$ cat config.mk
export PLATFORM = sky130hd
export DESIGN_NAME = gear_shift_scheduler
export DESIGN_NICKNAME = d
export VERILOG_FILES = /design/src/hdl/gss_pkg.sv /design/src/hdl/gss_front.sv /design/src/hdl/gss_curves.sv /design/src/hdl/gss_decide.sv /design/src/hdl/gear_shift_scheduler.sv
export SDC_FILE = /design/constraint.sdc
export NUM_CORES = 2
export LEC_CHECK = 0
export BUFFER_PORTS_ARGS = -buffer_cell sky130_fd_sc_hd__buf_4
export CORE_MARGIN = 3
export CORE_UTILIZATION = 52
export CTS_CLUSTER_SIZE = 14
export DETAILED_ROUTE_END_ITERATION = 8
export HOLD_SLACK_MARGIN = 0.1
export PLACE_DENSITY = 0.76
export REMOVE_ABC_BUFFERS = 1
export SETUP_SLACK_MARGIN = 0.15
export SLEW_MARGIN = 30
export SYNTH_ARGS = -nofsm -noshare
export SYNTH_HDL_FRONTEND = slang
export SYNTH_SLANG_ARGS = --single-unit
export TNS_END_PERCENT = 1
$ cat constraint.sdc
create_clock -name i_clk -period 9.1 [get_ports i_clk]
set_input_delay 0.91 -clock i_clk [delete_from_list [all_inputs] [get_ports i_clk]]
set_output_delay 0.91 -clock i_clk [all_outputs]
set_load 0.02 [all_outputs]
$ cat src/hdl/gss_pkg.sv
// ---------------------------------------------------------------------------
// gss_pkg
// Shared constants, curve tables and pipeline item types of the shift
// scheduler.
// ---------------------------------------------------------------------------
package gss_pkg;

    localparam int CURVE_POINTS = 11;
    localparam int CURVE_COUNT  = 6;

    localparam int SPEED_W = 7;   // saturated speed, 0..120
    localparam int LOAD_W  = 10;
    localparam int SEG_W   = 4;   // segment number, 0..CURVE_POINTS-1
    localparam int FRAC_W  = 7;   // weight inside a segment, 0..LOAD_STEP-1
    localparam int VAL_W   = 14;  // curve value in 1/LOAD_STEP units
    localparam int PRES_W  = 7;
    localparam int GEAR_W  = 3;
    localparam int CURVE_W = 3;

    localparam logic [7:0]        SPEED_IN_MAX = 8'd120;
    localparam logic [LOAD_W-1:0] LOAD_MAX     = 10'd1000;

    // load tenths per segment, also the scale of one curve unit
    localparam int LOAD_STEP = 1000 / (CURVE_POINTS - 1);

    localparam logic [SEG_W-1:0] LAST_POINT = SEG_W'(CURVE_POINTS - 1);

    // floor(load / LOAD_STEP) as a multiply and shift, exact for load <= 1000
    localparam int SEG_RECIP = 41;
    localparam int SEG_SHIFT = 12;

    // floor(value / LOAD_STEP), exact for value < 2**VAL_W
    localparam int PRES_RECIP = 10486;
    localparam int PRES_SHIFT = 20;

    localparam logic [GEAR_W-1:0] GEAR_1 = 3'd1;
    localparam logic [GEAR_W-1:0] GEAR_2 = 3'd2;
    localparam logic [GEAR_W-1:0] GEAR_3 = 3'd3;
    localparam logic [GEAR_W-1:0] GEAR_4 = 3'd4;

    typedef enum logic [CURVE_W-1:0] {
        CURVE_12_UP = 3'd0,
        CURVE_21_DN = 3'd1,
        CURVE_23_UP = 3'd2,
        CURVE_32_DN = 3'd3,
        CURVE_34_UP = 3'd4,
        CURVE_43_DN = 3'd5
    } t_curve;

    localparam logic [SPEED_W-1:0] SPEED_TAB [CURVE_COUNT][CURVE_POINTS] = '{
        '{3, 3, 3, 4, 4, 4, 6, 7, 11, 17, 28},
        '{1, 1, 1, 2, 2, 2, 2, 2, 3, 6, 12},
        '{14, 11, 12, 15, 21, 27, 33, 40, 48, 58, 68},
        '{8, 8, 9, 9, 9, 11, 13, 15, 20, 28, 47},
        '{30, 29, 31, 41, 51, 60, 75, 85, 93, 100, 100},
        '{20, 20, 23, 30, 39, 47, 55, 60, 66, 74, 79}
    };

    localparam logic [PRES_W-1:0] PRES_TAB [CURVE_COUNT][CURVE_POINTS] = '{
        '{10, 10, 10, 10, 10, 20, 20, 20, 30, 30, 40},
        '{10, 10, 10, 10, 10, 20, 20, 20, 30, 30, 40},
        '{10, 10, 12, 15, 21, 27, 33, 40, 48, 58, 68},
        '{8, 8, 9, 9, 9, 11, 13, 15, 20, 28, 47},
        '{27, 28, 31, 31, 35, 42, 50, 60, 70, 80, 90},
        '{20, 20, 23, 30, 39, 47, 55, 60, 66, 74, 79}
    };

    localparam logic [PRES_W-1:0] IN_GEAR_PRES [CURVE_COUNT] = '{40, 40, 40, 40, 50, 50};

    typedef struct packed {
        logic [SPEED_W-1:0] speed;
        logic [SEG_W-1:0]   seg;
        logic [FRAC_W-1:0]  frac;
        logic               shifting;
        logic               settling;
    } t_seg_item;

    typedef struct packed {
        logic [VAL_W-1:0]                    speed_x100;
        logic [CURVE_COUNT-1:0][VAL_W-1:0]   shift_val;
        logic [CURVE_COUNT-1:0][VAL_W-1:0]   pres_val;
        logic                                shifting;
        logic                                settling;
    } t_val_item;

    typedef struct packed {
        logic [VAL_W-1:0]                    speed_x100;
        logic [CURVE_COUNT-1:0][VAL_W-1:0]   shift_val;
        logic [CURVE_COUNT-1:0][PRES_W-1:0]  pres;
        logic                                shifting;
        logic                                settling;
    } t_sched_item;

endpackage

$ cat src/hdl/gss_front.sv
// ---------------------------------------------------------------------------
// gss_front
// Input register with saturation, then the load segment and weight stage.
// ---------------------------------------------------------------------------
module gss_front
    import gss_pkg::*;
(
    input  logic              i_clk,
    input  logic              i_rst_n,
    input  logic              i_valid,
    output logic              o_stall,
    input  logic [7:0]        i_speed_mph,
    input  logic [LOAD_W-1:0] i_load_tenths,
    input  logic              i_shift_active,
    input  logic              i_post_shift_active,
    output logic              o_valid,
    input  logic              i_stall,
    output t_seg_item         o_item
);

    logic               r_a_valid;
    logic [SPEED_W-1:0] r_a_speed;
    logic [LOAD_W-1:0]  r_a_load;
    logic               r_a_shift;
    logic               r_a_settle;
    logic               r_b_valid;
    t_seg_item          r_b;

    logic               a_take;
    logic               b_take;
    logic [SPEED_W-1:0] speed_sat;
    logic [LOAD_W-1:0]  load_sat;
    logic [15:0]        seg_prod;
    logic [SEG_W-1:0]   seg;
    logic [LOAD_W-1:0]  rem;
    t_seg_item          n_b;

    assign b_take  = !r_b_valid || !i_stall;
    assign a_take  = !r_a_valid || b_take;
    assign o_stall = !a_take;

    assign speed_sat = (i_speed_mph > SPEED_IN_MAX) ? SPEED_W'(SPEED_IN_MAX)
                                                    : i_speed_mph[SPEED_W-1:0];
    assign load_sat  = (i_load_tenths > LOAD_MAX) ? LOAD_MAX : i_load_tenths;

    always_comb begin
        seg_prod     = 16'(r_a_load) * 16'(SEG_RECIP);
        seg          = seg_prod[SEG_SHIFT +: SEG_W];
        rem          = r_a_load - LOAD_W'(int'(seg) * LOAD_STEP);
        n_b.speed    = r_a_speed;
        n_b.seg      = seg;
        n_b.frac     = rem[FRAC_W-1:0];
        n_b.shifting = r_a_shift;
        n_b.settling = r_a_settle;
    end

    always_ff @(posedge i_clk) begin
        if (!i_rst_n) begin
            r_a_valid <= 1'b0;
            r_b_valid <= 1'b0;
        end else begin
            if (a_take) begin
                r_a_valid <= i_valid;
            end
            if (b_take) begin
                r_b_valid <= r_a_valid;
            end
        end
    end

    always_ff @(posedge i_clk) begin
        if (a_take && i_valid) begin
            r_a_speed  <= speed_sat;
            r_a_load   <= load_sat;
            r_a_shift  <= i_shift_active;
            r_a_settle <= i_post_shift_active;
        end
        if (b_take && r_a_valid) begin
            r_b <= n_b;
        end
    end

    assign o_valid = r_b_valid;
    assign o_item  = r_b;

endmodule

$ cat src/hdl/gss_curves.sv
// ---------------------------------------------------------------------------
// gss_curves
// Interpolates every curve at the item's load, then scales the pressure
// curves down to whole psi.
// ---------------------------------------------------------------------------
module gss_curves
    import gss_pkg::*;
(
    input  logic        i_clk,
    input  logic        i_rst_n,
    input  logic        i_valid,
    output logic        o_stall,
    input  t_seg_item   i_item,
    output logic        o_valid,
    input  logic        i_stall,
    output t_sched_item o_item
);

    logic        r_c_valid;
    t_val_item   r_c;
    logic        r_d_valid;
    t_sched_item r_d;

    logic              c_take;
    logic              d_take;
    logic [SEG_W-1:0]  lo;
    logic [SEG_W-1:0]  hi;
    logic [FRAC_W-1:0] wt_lo;
    logic [27:0]       pres_prod [CURVE_COUNT];
    t_val_item         n_c;
    t_sched_item       n_d;

    assign d_take  = !r_d_valid || !i_stall;
    assign c_take  = !r_c_valid || d_take;
    assign o_stall = !c_take;

    // the last point is used as is at full load
    assign lo    = (i_item.seg >= LAST_POINT) ? LAST_POINT : i_item.seg;
    assign hi    = (lo == LAST_POINT) ? LAST_POINT : lo + SEG_W'(1);
    assign wt_lo = FRAC_W'(LOAD_STEP) - i_item.frac;

    always_comb begin
        n_c.speed_x100 = VAL_W'(i_item.speed) * VAL_W'(LOAD_STEP);
        n_c.shifting   = i_item.shifting;
        n_c.settling   = i_item.settling;
        for (int c = 0; c < CURVE_COUNT; c++) begin
            n_c.shift_val[c] = VAL_W'(SPEED_TAB[c][lo]) * VAL_W'(wt_lo)
                             + VAL_W'(SPEED_TAB[c][hi]) * VAL_W'(i_item.frac);
            n_c.pres_val[c]  = VAL_W'(PRES_TAB[c][lo]) * VAL_W'(wt_lo)
                             + VAL_W'(PRES_TAB[c][hi]) * VAL_W'(i_item.frac);
        end
    end

    always_comb begin
        n_d.speed_x100 = r_c.speed_x100;
        n_d.shift_val  = r_c.shift_val;
        n_d.shifting   = r_c.shifting;
        n_d.settling   = r_c.settling;
        for (int c = 0; c < CURVE_COUNT; c++) begin
            pres_prod[c] = 28'(r_c.pres_val[c]) * 28'(PRES_RECIP);
            n_d.pres[c]  = pres_prod[c][PRES_SHIFT +: PRES_W];
        end
    end

    always_ff @(posedge i_clk) begin
        if (!i_rst_n) begin
            r_c_valid <= 1'b0;
            r_d_valid <= 1'b0;
        end else begin
            if (c_take) begin
                r_c_valid <= i_valid;
            end
            if (d_take) begin
                r_d_valid <= r_c_valid;
            end
        end
    end

    always_ff @(posedge i_clk) begin
        if (c_take && i_valid) begin
            r_c <= n_c;
        end
        if (d_take && r_c_valid) begin
            r_d <= n_d;
        end
    end

    assign o_valid = r_d_valid;
    assign o_item  = r_d;

endmodule

$ cat src/hdl/gss_decide.sv
// ---------------------------------------------------------------------------
// gss_decide
// Gear and active curve state, shift decision and the result register.
// ---------------------------------------------------------------------------
module gss_decide
    import gss_pkg::*;
(
    input  logic               i_clk,
    input  logic               i_rst_n,
    input  logic               i_valid,
    output logic               o_stall,
    input  t_sched_item        i_item,
    output logic               o_valid,
    input  logic               i_stall,
    output logic [GEAR_W-1:0]  o_gear,
    output logic               o_shift_started,
    output logic [CURVE_W-1:0] o_curve_index,
    output logic [PRES_W-1:0]  o_pressure_setpoint
);

    logic               r_valid;
    logic [GEAR_W-1:0]  r_gear;
    logic [CURVE_W-1:0] r_curve;
    logic               r_started;
    logic [PRES_W-1:0]  r_pres;

    logic               take;
    logic [CURVE_W-1:0] cur;
    logic [GEAR_W-1:0]  n_gear;
    logic [CURVE_W-1:0] n_curve;
    logic               n_started;
    logic [PRES_W-1:0]  n_pres;
    logic               up_12;
    logic               up_23;
    logic               up_34;
    logic               dn_21;
    logic               dn_32;
    logic               dn_43;

    assign take    = !r_valid || !i_stall;
    assign o_stall = !take;

    // a stored curve outside the table reads as the first up curve
    assign cur = (r_curve > CURVE_43_DN) ? CURVE_12_UP : r_curve;

    assign up_12 = i_item.speed_x100 > i_item.shift_val[CURVE_12_UP];
    assign up_23 = i_item.speed_x100 > i_item.shift_val[CURVE_23_UP];
    assign up_34 = i_item.speed_x100 > i_item.shift_val[CURVE_34_UP];
    assign dn_21 = i_item.speed_x100 < i_item.shift_val[CURVE_21_DN];
    assign dn_32 = i_item.speed_x100 < i_item.shift_val[CURVE_32_DN];
    assign dn_43 = i_item.speed_x100 < i_item.shift_val[CURVE_43_DN];

    always_comb begin
        n_gear    = r_gear;
        n_curve   = r_curve;
        n_started = 1'b0;
        n_pres    = i_item.shifting ? i_item.pres[cur] : IN_GEAR_PRES[cur];
        if (!i_item.shifting && !i_item.settling) begin
            unique case (r_gear)
                GEAR_1: begin
                    if (up_12) begin
                        n_gear  = GEAR_2;
                        n_curve = CURVE_12_UP;
                    end
                end
                GEAR_2: begin
                    priority if (up_23) begin
                        n_gear  = GEAR_3;
                        n_curve = CURVE_23_UP;
                    end else if (dn_21) begin
                        n_gear  = GEAR_1;
                        n_curve = CURVE_21_DN;
                    end else begin
                    end
                end
                GEAR_3: begin
                    priority if (up_34) begin
                        n_gear  = GEAR_4;
                        n_curve = CURVE_34_UP;
                    end else if (dn_32) begin
                        n_gear  = GEAR_2;
                        n_curve = CURVE_32_DN;
                    end else begin
                    end
                end
                GEAR_4: begin
                    if (dn_43) begin
                        n_gear  = GEAR_3;
                        n_curve = CURVE_43_DN;
                    end
                end
                default: begin
                end
            endcase
            n_started = (n_gear != r_gear);
        end
    end

    always_ff @(posedge i_clk) begin
        if (!i_rst_n) begin
            r_valid <= 1'b0;
            r_gear  <= GEAR_1;
            r_curve <= CURVE_12_UP;
        end else if (take) begin
            r_valid <= i_valid;
            if (i_valid) begin
                r_gear  <= n_gear;
                r_curve <= n_curve;
            end
        end
    end

    always_ff @(posedge i_clk) begin
        if (take && i_valid) begin
            r_started <= n_started;
            r_pres    <= n_pres;
        end
    end

    assign o_valid             = r_valid;
    assign o_gear              = r_gear;
    assign o_curve_index       = r_curve;
    assign o_shift_started     = r_started;
    assign o_pressure_setpoint = r_pres;

endmodule

$ cat src/hdl/gear_shift_scheduler.sv
// ---------------------------------------------------------------------------
// gear_shift_scheduler
// Four-speed shift scheduler: interpolated shift curves, gear state and
// line pressure setpoint.
// ---------------------------------------------------------------------------
// usage
//   input channel i_in_valid / o_in_stall carries speed, load and the two
//   busy flags; an item is taken at an edge with valid high and stall low
//   output channel o_out_valid / i_out_stall returns one result per item,
//   in order: gear, shift started flag, active curve and pressure
//   an accepted item passes through the input register, segment stage,
//   curve stage, pressure scaling stage and the result register before
//   o_out_valid rises
//   throughput is one item per cycle while i_out_stall is low, set by the
//   five-stage pipeline; each stage refills as soon as the stage after it
//   moves on; a stall on the output holds the result register and the gear state;
//   empty stages ahead of it keep taking items until the pipeline is full,
//   then o_in_stall rises
//   reset (synchronous, active low) empties the pipeline and puts the block
//   in first gear with the 1-2 up curve active
// ---------------------------------------------------------------------------
module gear_shift_scheduler
    import gss_pkg::*;
(
    input  logic               i_clk,
    input  logic               i_rst_n,
    input  logic               i_in_valid,
    output logic               o_in_stall,
    input  logic [7:0]         i_speed_mph,
    input  logic [LOAD_W-1:0]  i_load_tenths,
    input  logic               i_shift_active,
    input  logic               i_post_shift_active,
    output logic               o_out_valid,
    input  logic               i_out_stall,
    output logic [GEAR_W-1:0]  o_gear,
    output logic               o_shift_started,
    output logic [CURVE_W-1:0] o_curve_index,
    output logic [PRES_W-1:0]  o_pressure_setpoint
);

    logic        seg_valid;
    logic        seg_stall;
    t_seg_item   seg_item;
    logic        sched_valid;
    logic        sched_stall;
    t_sched_item sched_item;

    gss_front u_front (
        .i_clk               (i_clk),
        .i_rst_n             (i_rst_n),
        .i_valid             (i_in_valid),
        .o_stall             (o_in_stall),
        .i_speed_mph         (i_speed_mph),
        .i_load_tenths       (i_load_tenths),
        .i_shift_active      (i_shift_active),
        .i_post_shift_active (i_post_shift_active),
        .o_valid             (seg_valid),
        .i_stall             (seg_stall),
        .o_item              (seg_item)
    );

    gss_curves u_curves (
        .i_clk   (i_clk),
        .i_rst_n (i_rst_n),
        .i_valid (seg_valid),
        .o_stall (seg_stall),
        .i_item  (seg_item),
        .o_valid (sched_valid),
        .i_stall (sched_stall),
        .o_item  (sched_item)
    );

    gss_decide u_decide (
        .i_clk               (i_clk),
        .i_rst_n             (i_rst_n),
        .i_valid             (sched_valid),
        .o_stall             (sched_stall),
        .i_item              (sched_item),
        .o_valid             (o_out_valid),
        .i_stall             (i_out_stall),
        .o_gear              (o_gear),
        .o_shift_started     (o_shift_started),
        .o_curve_index       (o_curve_index),
        .o_pressure_setpoint (o_pressure_setpoint)
    );

endmodule

Yosys cells after proc, flatten, opt, wreduce, memory -nomap -nowiden
Memory sizes are Yosys's and may differ from the RTL's.
Index checks and enable logic that the tools add are counted.
{"block": "op_classes", "addsub": 12, "n_mul": 26, "div_mod_pow": 0, "magnitude_cmp": 14, "n_eq_ne": 10, "shift": 0, "mux": 59, "n_bitwise": 3, "n_reduce_logical": 23}
{"op": "7-bit two-way mux", "count": 40}
{"op": "7-bit by 7-bit multiplier with 14-bit output", "count": 18}
{"op": "14-bit by 13-bit multiplier with 26-bit output (second input constant)", "count": 5}
{"op": "14-bit adder", "count": 9}
{"op": "14-bit greater-than comparator", "count": 3}
{"op": "14-bit < comparator", "count": 3}
{"op": "3-bit two-way mux", "count": 14}
{"op": "3-bit one-hot mux with 4 select lines", "count": 2}
{"op": "7-bit binary-select mux with 3-bit select", "count": 1}
{"op": "10-bit by 6-bit multiplier with 16-bit output (second input constant)", "count": 1}
{"op": "7-bit by 5-bit multiplier with 12-bit output (second input constant)", "count": 1}
{"op": "5-bit greater-or-equal comparator (second input constant)", "count": 2}
{"op": "10-bit greater-than comparator (second input constant)", "count": 1}
{"op": "4-bit NOT with 5-bit output", "count": 2}
{"op": "1-bit logical NOT", "count": 9}
{"op": "4-bit greater-or-equal comparator (second input constant)", "count": 2}
{"op": "8-bit by 7-bit greater-than comparator with 1-bit output (second input constant)", "count": 1}
{"op": "4-bit two-way mux", "count": 2}
{"op": "8-bit AND reduction", "count": 1}
{"op": "7-bit subtractor", "count": 1}
{"op": "7-bit subtractor (first input constant)", "count": 1}
{"op": "3-bit by 2-bit == test with 1-bit output (second input constant)", "count": 2}
{"op": "1-bit logical AND", "count": 6}
{"op": "3-bit by 1-bit inequality test with 1-bit output (second input constant)", "count": 2}
{"op": "13 further kinds", "count": 18}
{"block": "totals", "ff_bits": 331, "latchBits": 0, "ram_bits": 0, "rom_bits": 2072, "input_bits": 24, "word_cells": 210, "memories": 19}
{"memory": "(name not given)", "depth": 16, "width": 7, "rd": 1, "rd_clocked_by_memory_dff": 0, "write_ports": 0, "line": "gss_curves.sv:48", "rtl": "+ VAL_W'(SPEED_TAB[c][hi]) * VAL_W'(i_item.frac);"}
{"memory": "(name not given)", "depth": 16, "width": 7, "rd": 1, "rd_clocked_by_memory_dff": 0, "write_ports": 0, "line": "gss_curves.sv:47", "rtl": "n_c.shift_val[c] = VAL_W'(SPEED_TAB[c][lo]) * VAL_W'(wt_lo)"}
{"memory": "(name not given)", "depth": 16, "width": 7, "rd": 1, "rd_clocked_by_memory_dff": 0, "write_ports": 0, "line": "gss_curves.sv:48"}
{"memory": "(name not given)", "depth": 16, "width": 7, "rd": 1, "rd_clocked_by_memory_dff": 0, "write_ports": 0, "line": "gss_curves.sv:49", "rtl": "n_c.pres_val[c] = VAL_W'(PRES_TAB[c][lo]) * VAL_W'(wt_lo)"}
{"memory": "(name not given)", "depth": 16, "width": 7, "rd": 1, "rd_clocked_by_memory_dff": 0, "write_ports": 0, "line": "gss_curves.sv:50", "rtl": "+ VAL_W'(PRES_TAB[c][hi]) * VAL_W'(i_item.frac);"}
{"memory": "(name not given)", "depth": 16, "width": 7, "rd": 1, "rd_clocked_by_memory_dff": 0, "write_ports": 0, "line": "gss_curves.sv:47"}
{"memory": "+13 memories"}

Depth between registers and ports, before layout
{"block": "logic_depth", "depth_word": 10, "depth_mapped": 33}

Modules after synthesis
From an unflattened synthesis, not the netlist that was laid out.
{"block": "hier_totals", "cells_unflattened": 5654, "hier_area_um2": 56799.5}
{"module": "gss_curves", "n_inst": 1, "cells_per_inst": 5075, "area_per_inst_um2": 51325.5, "seq_area_each_um2": 8207.9}
{"module": "gss_decide", "n_inst": 1, "cells_per_inst": 417, "area_per_inst_um2": 3151.8, "seq_area_each_um2": 380.4}
{"module": "gss_front", "n_inst": 1, "cells_per_inst": 162, "area_per_inst_um2": 2322.2, "seq_area_each_um2": 1211.2}

Worst setup path after synthesis
Ideal clock, no wire load.
{"block": "synth_path", "kind": "input port to flip-flop", "from": "input i_out_stall", "to": "register u_curves.r_c (netlist bit u_curves.n_d[0]) (enable)", "setup_time_ps": 656, "arrival_time_ps": 7441, "t_required_ps": 8444, "path_slack_ps": 1003, "stages": 3, "path_cell_list": "and3_1 > and2_1 > nor2b_1"}
{"block": "synth_between", "elab_chain_len": 5}
{"item": "from (decl)", "line": "gear_shift_scheduler.sv:34", "rtl": "input logic i_out_stall,"}
{"item": "1-bit logical NOT", "line": "gss_decide.sv:40", "rtl": "assign take = !r_valid || !i_stall;"}
{"item": "1-bit logical OR", "line": "gss_decide.sv:40"}
{"item": "1-bit logical OR", "line": "gss_curves.sv:33", "rtl": "assign d_take = !r_d_valid || !i_stall;"}
{"item": "1-bit logical OR", "line": "gss_curves.sv:34", "rtl": "assign c_take = !r_c_valid || d_take;"}
{"item": "1-bit logical AND", "line": "gss_curves.sv:80", "rtl": "if (c_take && i_valid) begin"}
{"item": "to (signal assigned)", "line": "gss_curves.sv:81", "rtl": "r_c <= n_c;"}
{"item": "to (decl)", "line": "gss_curves.sv:20", "rtl": "t_val_item r_c;"}
Every way passes these cells.
A chain may end at the register's enable or synchronous reset.

==> metrics.csv <==
stage;metric;value;unit
grt;grt_first_pass_wirelength;226.8;mm
logic_synthesis;yosysTopAreaCell;fa_1;
grt;grt_pass1_vias;40740;
critical_path;cp_data_arrival_time;8.44;ns
final_layout;drive_gt1_frac;0.04326;
logic_synthesis;synthMostInstantiatedCell;inv_1;
routing;drt_iter0_drc;3000;
hold_path;hp-start;u_curves.n_d[101];
clock_network;post_cts_buffers;0;
placement;port_buffers;39;
sta;hold_viol_final;0;
final_layout;syn2layout_area_growth;6.748;%
floorplanning;io-pin-count;40;
critical_path;critPathLaunchType;flop;
logic_synthesis;synth_edf_count;319;
logic_synthesis;synthArstFlopShare;0;
routing;wl_per_cell;20.41;um
sta;final-setup-viol-count;0;
routing;drt_first_pass_iters;7;
logic_synthesis;ys_top_cells_by_count;1433 x inv_1, 1117 x ha_1, 820 x fa_1;
sta;finalCritPeriodShare;0.8905;
logic_synthesis;ys_types;73;
critical_path;critPathRequiredTime;9.44;ns
logic_synthesis;synth-seq-cells;330;
logic_synthesis;synth_top_cell_area_share;0.2942;
routing;vias_per_cell;5.467;
clock_network;post_cts_resized;0;
clock_network;cts_buffers;41;
hold_path;holdPathStages;0;
sta;rsz0062_at_grt;false;
critical_path;cp_max_fo;19;
hold_path;hold_class;reg -> reg;
final_layout;layout.nets;7546;
routing;drt_wl_total;143.1;mm
critical_path;criticalPathCategory;reg -> reg;
floorplanning;die_w;333.6;um
clock_network;cts_hold_buf;0;
critical_path;slowest_stage;edfxtp_1;
grt;track_usage;0.2642;
grt;grt_max_degree;140;
logic_synthesis;yosysSeqAreaShare;0.1756;
clock_network;cts.path.max_buffers;3;
sta;fin_setup_tns;0;ns
critical_path;critical_path.endpoint_type;flop;
grt;overflow;0;
placement;dpl.hpwl;119.8;mm
final_layout;final_cells;7011;
routing;drc;0;
sta;fin_worst_skew;0.02865;ns
clock_network;cts_max_level;2;
sta;finalWorstPathRequiredPeriod;8.103;ns
run_status;status;finished clean;
logic_synthesis;syn_avg_cell_area;10.10;sq um
logic_synthesis;netlist_instances;5522;
logic_synthesis;yosys-top-cells-area;fa_1 29%, ha_1 25%, edfxtp_1 17%, inv_1 9.6%, xnor2_1 2.5%;
clock_network;cts_tree;done;
critical_path;r2r_cells;29;
floorplanning;std_cell_rows;119;
floorplanning;design.core.area;105900;sq um
clock_network;clock_sinks;330;
floorplanning;die_area;111300;sq um
clock_network;clk_latency;0.61;ns
critical_path;crit_top_cell;fa_1;
floorplanning;start_util;0.5270;
placement;gp_congestion;1.075;
sta;finalMaxSlewViolations;0;
sta;tightest_slew;1.006;ns
critical_path;critical-path-max-stage-delay;0.56;ns
clock_network;path_clk_slew;0.06;ns
sta;clock.fmax;0.1234;GHz
placement;dp.cells;6933;
floorplanning;chipHeight;333.6;um
routing;ant_nets;0;
critical_path;reg2reg_from;u_front.o_item[10];
logic_synthesis;synthFlopType;edfxtp_1;
clock_network;root_buffer;clkbuf_16;
logic_synthesis;netlist_area;55790;sq um
final_layout;n_fill_cell;8907;
job;cap_violations;0;
routing;via_count;38330;
logic_synthesis;synth_warnings;0;
sta;slew_headroom;0.3265;
grt;antenna_found_initial;5;
critical_path;crit_start;u_front.o_item[10];
==> through the flow <==
step | cell area (sq um) | hold WS, ns | worst slack [ns] | util
after global placement | 58110 | 0.4011 | 1.366 | 0.5489
after floorplan | 55430 | 0.4003 | 0.7966 | -
after global routing | 59550 | 0.4220 | 0.6317 | 0.5625
final | 59560 | 0.4064 | 0.9969 | 0.5626
after CTS | 59540 | 0.4129 | 1.149 | 0.5624
after detailed placement | 58140 | 0.4045 | 1.213 | 0.5492
==> state kept, by name (all words and copies together) (netlist names) <==
signal,cells
u_front.o_item,20
u_decide.o_curve_index,3
u_curves.o_valid,1
u_front.r_a_load,10
u_front.r_a_settle,1
u_curves.n_d,98
u_decide.o_pressure_setpoint,7
u_decide.o_valid,1
u_front.o_valid,1
u_curves.r_c_valid,1
u_front.r_a_speed,7
u_decide.o_shift_started,1
u_curves.o_item,133
u_decide.o_gear,3
u_curves.r_c,41
u_front.r_a_valid,1
u_front.r_a_shift,1
==> critical path: cells and delay by family, from the launching register on <==
kind | cells | cell delay, ns
adder cells (fa/ha/maj) | 9 | 3.72
AND/OR/NAND/NOR | 7 | 1.44
AO/OA/AOI/OAI | 4 | 1.02
buffers and inverters | 8 | 0.96
flip-flops | 1 | 0.56
XOR/XNOR | 1 | 0.10
==> path summary, 6_finish.rpt <==
| kind | slack (ns) | end |
|---|---|---|
| setup / recovery | 1.0 | u_curves.n_d[126] |
| hold / removal | 0.41 | u_curves.o_item[101] |
| setup reg to reg | 1.0 | u_curves.n_d[126] |
| hold reg to reg | 0.41 | u_curves.o_item[101] |
==> cell type report <==
| type | count | area [sq um] | area share |
|---|---|---|---|
| timing repair buffer | 115 | 887.1 | 0.01490 |
| sequential | 330 | 9801 | 0.1646 |
| inverter | 1434 | 5383 | 0.09038 |
| tap | 1391 | 1740 | 0.02922 |
| clock buffer | 46 | 1066 | 0.01790 |
| clock inverter | 29 | 339.1 | 0.005693 |
| antenna | 3 | 7.507 | 0.0001261 |
| multi-input combinational | 3663 | 40330 | 0.6772 |
==> kinds of logic after synthesis <==
group,after synthesis,synth area share
compound gates,467,0.05394
xor+xnor,199,0.03124
fa+ha+maj,1937,0.5447
simple gates,1043,0.08841
buf+inv,1529,0.1029
mux,17,0.003095
flops,330,0.1756
==> layer usage <==
| metal | vias up | part of all wire | routed length (um) | GRT usage |
|---|---|---|---|---|
| met5 | - | 0.00031 | 44 | 0 |
| met4 | 6 | 0.053 | 7557 | 0.1140 |
| met3 | 402 | 0.083 | 11940 | 0.05084 |
| met2 | 1396 | 0.45 | 64670 | 0.4228 |
| met1 | 18940 | 0.41 | 58910 | 0.3518 |
| li1 | 17590 | - | - | - |
==> layout by cell type (no fill, tap or decap), drive strengths merged, types with 60 or more instances in the layout <==
cell,Yosys,routed
nand2,304,304
nor2b,64,64
fa,820,820
xnor2,160,160
o21ai,86,86
buf,11,115
nor2,287,287
ha,1117,1117
inv,1433,1440
a21o,70,70
nor3,60,60
and2,143,143
edfxtp,319,319
a21oi,166,166
Power is not shown: default switching activity piles up to over one toggle a cycle in this logic, so the estimate is an artifact.
